`src/rtl/ordered_dither_colorcube_core_macros.svh`:
```
// Assertion macros of the ordered dither colorcube core RTL.
`ifndef ORDERED_DITHER_COLORCUBE_CORE_MACROS_SVH
`define ORDERED_DITHER_COLORCUBE_CORE_MACROS_SVH

// Same-cycle implication, sampled on clk, disabled during reset.
`define ODCC_ASSERT_NOW(lbl, ante, cons, msg) \
  lbl: assert property (@(posedge clk) disable iff (!rst_n) (ante) |-> (cons)) \
    else $error(msg);

// Next-cycle implication, sampled on clk, disabled during reset.
`define ODCC_ASSERT_NEXT(lbl, ante, cons, msg) \
  lbl: assert property (@(posedge clk) disable iff (!rst_n) (ante) |=> (cons)) \
    else $error(msg);

`endif

```
`src/rtl/odcc_pkg.sv`:
```
// Shared types and constants of the ordered dither colorcube block.
package odcc_pkg;

  localparam logic OP_PIXEL = 1'b0;
  localparam logic OP_LOAD  = 1'b1;

  localparam logic [3:0] REG_BAND_COUNT  = 4'd0;
  localparam logic [3:0] REG_CUBE_OFFSET = 4'd1;
  localparam logic [3:0] REG_MASK_WIDTH  = 4'd2;
  localparam logic [3:0] REG_MASK_HEIGHT = 4'd3;
  localparam logic [3:0] REG_BAND0_COEFF = 4'd4;
  localparam logic [3:0] REG_BAND1_COEFF = 4'd5;
  localparam logic [3:0] REG_BAND2_COEFF = 4'd6;
  localparam logic [3:0] REG_BAND3_COEFF = 4'd7;

  localparam logic [15:0] SAMPLE_BIAS = 16'h8000;

  typedef struct packed {
    logic en2;
    logic en3;
    logic en4;
    logic en5;
  } lane_ctrl_t;

endpackage

```
`src/rtl/odcc_lane.sv`:
```
// One band lane: scale product, threshold memory, dither compare and weighting.
module odcc_lane #(
  parameter int MASK_W = 16,
  parameter int MASK_H = 16
) (
  input  logic                           clk,
  input  odcc_pkg::lane_ctrl_t           ctrl,
  input  logic [15:0]                    sample,
  input  logic [15:0]                    dim,
  input  logic signed [16:0]             mult,
  input  logic                           active,
  input  logic [(MASK_W > 1 ? $clog2(MASK_W) : 1)-1:0] rd_col,
  input  logic [(MASK_H > 1 ? $clog2(MASK_H) : 1)-1:0] rd_row,
  input  logic                           wr_en,
  input  logic [(MASK_W > 1 ? $clog2(MASK_W) : 1)-1:0] wr_col,
  input  logic [(MASK_H > 1 ? $clog2(MASK_H) : 1)-1:0] wr_row,
  input  logic [15:0]                    wr_value,
  output logic signed [33:0]             term
);
  import odcc_pkg::*;

  localparam int DEPTH = MASK_W * MASK_H;
  localparam int AW    = DEPTH > 1 ? $clog2(DEPTH) : 1;

  logic [15:0]        mem [DEPTH];
  logic [31:0]        prod2_r, prod3_r, prod4_r;
  logic [15:0]        thr4_r;
  logic signed [33:0] term5_r;
  logic [15:0]        biased;
  logic [31:0]        prod_nxt;
  logic [AW-1:0]      rd_addr, wr_addr;
  logic [15:0]        qe;
  logic signed [33:0] term_nxt;

  assign biased   = sample ^ SAMPLE_BIAS;
  assign prod_nxt = {16'd0, biased} * {16'd0, dim};
  assign rd_addr  = AW'(rd_row * MASK_W + rd_col);
  assign wr_addr  = AW'(wr_row * MASK_W + wr_col);
  assign qe       = prod4_r[31:16] + {15'd0, (prod4_r[15:0] > thr4_r)};
  assign term_nxt = $signed({1'b0, qe}) * mult;

  always_ff @(posedge clk) begin
    if (ctrl.en2) begin
      prod2_r <= prod_nxt;
    end
    if (ctrl.en3) begin
      prod3_r <= prod2_r;
    end
    if (wr_en) begin
      mem[wr_addr] <= wr_value;
    end
    if (ctrl.en4) begin
      prod4_r <= prod3_r;
      thr4_r  <= mem[rd_addr];
    end
    if (ctrl.en5) begin
      term5_r <= active ? term_nxt : '0;
    end
  end

  assign term = term5_r;

endmodule

```
`config.mk`:
```
export PLATFORM = sky130hd
export DESIGN_NAME = odcc_lane
export DESIGN_NICKNAME = d
export VERILOG_FILES = /design/src/rtl/ordered_dither_colorcube_core_macros.svh /design/src/rtl/odcc_pkg.sv /design/src/rtl/odcc_lane.sv
export SDC_FILE = /design/constraint.sdc
export NUM_CORES = 2
export LEC_CHECK = 0
export BUFFER_PORTS_ARGS = -buffer_cell sky130_fd_sc_hd__buf_2
export CORE_MARGIN = 2
export CORE_UTILIZATION = 60
export CTS_BUF_LIST = sky130_fd_sc_hd__clkbuf_8 sky130_fd_sc_hd__clkbuf_16
export DETAILED_ROUTE_END_ITERATION = 7
export GPL_TIMING_DRIVEN = 0
export PLACE_DENSITY = 0.76
export SLEW_MARGIN = 20
export SYNTH_ARGS = -nofsm -noshare
export SYNTH_HDL_FRONTEND = slang
export SYNTH_SLANG_ARGS = --single-unit
```
`constraint.sdc`:
```
create_clock -name clk -period 12.64 [get_ports clk]
set_input_delay 0.632 -clock clk [delete_from_list [all_inputs] [get_ports clk]]
set_output_delay 0.632 -clock clk [all_outputs]
set_load 0.03 [all_outputs]
```
# == Word-level counts from Yosys, hierarchy flattened ==
# Memories as Yosys holds them, arrays and structs flattened. A register that Yosys moved wholly into a read port is not among the register bits.
# Cells that the tools add are included.
# word_totals
register_bits,130
latch_bits,0
ramBits,4096
mem_bits_ro,0
elab_cells,14
n_memories,1
# mem_list
name,depth,width,read_ports,rd_ports_with_merged_regs,write_ports,line_no,rtl
mem,256,16,1,1,1,odcc_lane.sv:25,logic [15:0] mem [DEPTH];
# classes
addsub,3
multipliers,2
div,0
order_cmp,1
n_eq_ne,0
shifts,0
mux,2
n_bitwise,1
n_reduce_logical,0
# ops
op,count
$mul A17 B17 Y34,1
$mul A16 B16 Y32,1
$add A16 B1 Y16,1
$add A8 B4 Y8,2
$gt A16 B16 Y1,1
$mux W1,2
$not A1 Y1,1

# == Longest topological paths before layout ==
# logic_depth
ltp_word,3
ltp_mapped,39
mapped_depth_nobuf,37

# == Worst setup path after synthesis ==
# No wires, ideal clock.
# synth_path
path_type,flip-flop to flip-flop
start,register prod4_r[1]
end,"register term5_r[25], in the netlist term[25], data pin"
setup_time_ps,266
t_arrival_ps,8237
required_ps,12374
path_slack_ps,4137
path_stages_with_launch,37
path_buffers,1
period_less_slack_ps,8503
path_cell_list,edfxtp_1 -> ha_1 -> nor2b_1 -> o21a_1 -> o21a_1 -> o21a_1 -> o21a_1 -> o21a_1 -> o21ai_0 -> a21oi_1 -> ha_1 -> ha_1 -> nand2_1 -> nor2_1 -> and4_1 -> and2_1 -> xor2_1 -> clkbuf_1 -> nand2_1 -> fa_1 -> fa_1 -> fa_1 -> inv_1 -> fa_1 -> fa_1 -> inv_1 -> fa_1 -> inv_1 -> ha_1 -> a21o_1 -> a21o_1 -> a21o_1 -> a31o_2 -> a211oi_1 -> o21ai_0 -> xnor2_1 -> nor2_1
# synth_via
elab_chain_len,3
# synth_rtl
item,line_no,rtl
start: declaration,odcc_lane.sv:26,"logic [31:0] prod2_r, prod3_r, prod4_r;"
start signal: assignment,odcc_lane.sv:53,prod4_r <= prod3_r;
$gt A16 B16 Y1,odcc_lane.sv:39,"assign qe = prod4_r[31:16] + {15'd0, (prod4_r[15:0] > thr4_r)};"
$add A16 B1 Y16,odcc_lane.sv:39,
$mul A17 B17 Y34,odcc_lane.sv:40,"assign term_nxt = $signed({1'b0, qe}) * mult;"
end signal: assignment,odcc_lane.sv:57,term5_r <= active ? term_nxt : '0;
end: declaration,odcc_lane.sv:28,logic signed [33:0] term5_r;
# No other way between the ends.
# A chain may end at the register's enable or synchronous reset.

# == Worst setup path in the final report ==
# layout_path
start,register prod4_r[1]
end,"register term5_r[26], in the netlist term[26], data pin"
# The elaborated chain is that of the path after synthesis.

==> flow_metrics.tcl <==
set metrics [dict create \
    path_class "register to register" \
    power.total_mw 41.5 \
    setup_ws_ns 2.26 \
    cp_slowest_cell "xnor2_1" \
    cellPowerDensity_mw_per_mm2 204 \
    synthArstFlopShare 0 \
    antenna_found_initial 51 \
    hold_violations 0 \
    root_buffer "clkbuf_16" \
    postRouteAntennaNets 0 \
    grt_use_met3 0.110 \
    use_met1 0.461 \
    relSlewSlack 0.156 \
    timing.hold.ws_ns 0.0425 \
    power_frac_comb 0.324 \
    netlist_area_mm2 0.180 \
    cts_tree "built" \
    setup-tns-final_ns 0 \
    seqPwrFrac 0.387 \
    grt_max_degree 145 \
    htree_levels 5 \
    maxSlewViolCount 0 \
    crit_arrival_ns 11.06 \
    dp_slack_ns 2.43 \
    finalSetupViolCount 0 \
    cp_max_fo 10 \
    dieArea_mm2 0.304 \
    worst_setup_path_end_kind "register" \
    avgRoutedWirePerCell_um 39.0 \
    top_usage_layer "met2" \
    postPlaceCellArea_mm2 0.190 \
    seq_area_frac_synth 0.710 \
    grt.total_usage 0.353 \
    hpwl_mm 334 \
    final_util 0.683 \
    finalInstanceArea_mm2 0.203 \
    worst_slew_pin_slew_ns 1.27 \
    syn_nets 9298 \
    numCtsBuffers 404 \
    synth_top_area_cell "edfxtp_1" \
    syn_inst 8557 \
    core_mm2 0.297 \
    cpMostUsedCell "fa_1" \
    clock_latency_ns 1.00 \
    num_rows 200 \
    synth-edff-count 4242 \
    areaGrowthSynthToFinish_pct 13.2 \
    p_sw_frac 0.333 \
    start_util 0.604 \
    place_inst 12800 \
    cts_max_path_buffers 4 \
    ios 122 \
    status "finished with violations" \
    drc 38 \
    die_y_um 551 \
    wirelength_mm 530 \
    drtIter0Drc 17200 \
    nNetsFinal 10000 \
    final_cell_count_no_fill 13600 \
    clkSinkCount 4242 \
    via_count 95200 \
    grt_remaining_overflow 0 \
    critical-path-max-stage-delay_ns 0.87 \
    max_freq_mhz 96.4 \
    yosysWarnings 0 \
    gp_congestion 0.978 \
    drive_gt1_frac 0.283 \
    cts.clk_slew.worst_paths_ns 0.08 \
    p_leak_nw 67.3 \
    required_ns 13.32 \
    p_int_mw 27.7 \
    clock_skew_ns 0.0604 \
    post-route-period-util 0.821 \
    hold_class "input port to register" \
    cap_violations 0 \
    use_met2 0.539 \
    drt_pass1_iterations 8 \
    ys_ff_latch 4242 \
    rsz0062_at_grt "false" \
    die_w_um 551 \
    grt_pass1_wl_mm 739 \
    grt_pass1_vias 96700 \
    avgSynthCellArea_um2 21.0 \
    clock_power_share 0.288 \
    synth.distinct_cells 52 \
    synth_top_area_frac 0.710 \
    violations "design-rule violations" \
    vdd_ir_drop_max_mv 0.849 \
    synth_ff_type "edfxtp_1" \
    period_needed_ns 10.38 \
    io_buffer_count 109 \
    ys_top_cells_by_area "edfxtp_1, mux4_2, fa_1" \
    worstSetupStartpointType "register" \
    via_per_inst 7.00 \
    power_switching_mw 13.8 \
    cts_setup_buffers 0 \
]
## Yosys cell counts (24+ instances only)
| cell type | n |
|---|---|
| a21o_1 | 40 |
| a21oi_1 | 44 |
| and2_1 | 259 |
| buf_1 | 43 |
| buf_2 | 95 |
| clkbuf_1 | 282 |
| edfxtp_1 | 4242 |
| fa_1 | 403 |
| ha_1 | 250 |
| inv_1 | 541 |
| mux2_2 | 64 |
| mux4_2 | 1312 |
| nand2_1 | 300 |
| nand3_1 | 37 |
| nor2_1 | 339 |
| nor2b_1 | 24 |
| o21ai_0 | 34 |
| o22ai_1 | 35 |
| xnor2_1 | 45 |
## placed cells by master, fill, tap and decap left out, types with 208 or more instances in the layout
cell type and instances:
clkbuf_16 409, fa_1 403, ha_1 250, inv_1 621
buf_2 208, clkbuf_1 223, edfxtp_1 4242, mux4_2 1312
nand2_1 300, and2_1 259
## worst max-delay path: cells and delay by family (launching register included)
| family | cells | cell delay (ns) |
|---|---|---|
| fa+ha+maj | 10 | 4.14 |
| compound gates | 11 | 2.53 |
| buf+inv | 4 | 0.69 |
| xor+xnor | 2 | 1.02 |
| simple gates | 8 | 1.35 |
| flops | 1 | 0.39 |
## per-layer routing
metal / vias up / share of wire
li1: 35800 / -
met1: 49500 / 0.33
met2: 8245 / 0.46
met3: 1666 / 0.14
met4: 18 / 0.067
met5: - / 0.00056
## path summary, 6_finish.rpt
kind | depth (start not counted) | slack [ns] | endpoint | start
hold reg to reg | 0 | 0.40 | prod4_r[30] | prod3_r[30]
setup reg to reg | 35 | 2.26 | term[26] | prod4_r[1]
hold / removal | 1 | 0.04 | mem[95][12] | wr_value[12]
setup / recovery | 35 | 2.26 | term[26] | prod4_r[1]
## registers in the layout, summed over array words and instances, names as in the netlist
register  count
thr4_r       16
prod4_r      32
term         34
prod3_r      32
mem        4096
prod2_r      32
## what timing repair did
action                     CTS  global route
hold endpoints to repair    35             0
gates resized for setup      0             0
hold buffers                 3             0
setup endpoints to repair    0             0
## cell families after synthesis
logic type | synth area share
simple gates | 0.0267
flops | 0.710
mux | 0.169
xor+xnor | 0.00322
buf+inv | 0.0210
compound gates | 0.00845
fa+ha+maj | 0.0624
## power by group through the flow
stage                     Clock [mW]  Sequential (mW)  Combinational (mW)
final                           12.0             16.1                13.5
after global routing            12.4             16.1                14.9
after CTS                       11.9             16.1                13.3
after detailed placement           0             16.4                13.1
after global placement             0             16.4                12.6
after floorplan                    0             16.5                8.84
## area by class of cell
| cell class | instances | area (um2) |
|---|---|---|
| plain buffers | 425 | 1850 |
| multi-input cells | 3348 | 49500 |
| clock buffers | 409 | 10200 |
| repair buffers | 334 | 4490 |
| clock inverters | 335 | 2680 |
| fillers | 17400 | 94100 |
| flip-flops and latches | 4242 | 127000 |
| well taps | 3939 | 4930 |
| diodes | 23 | 57.6 |
| inverters | 542 | 2030 |
No activity file was read; power rests on OpenSTA's default activity.
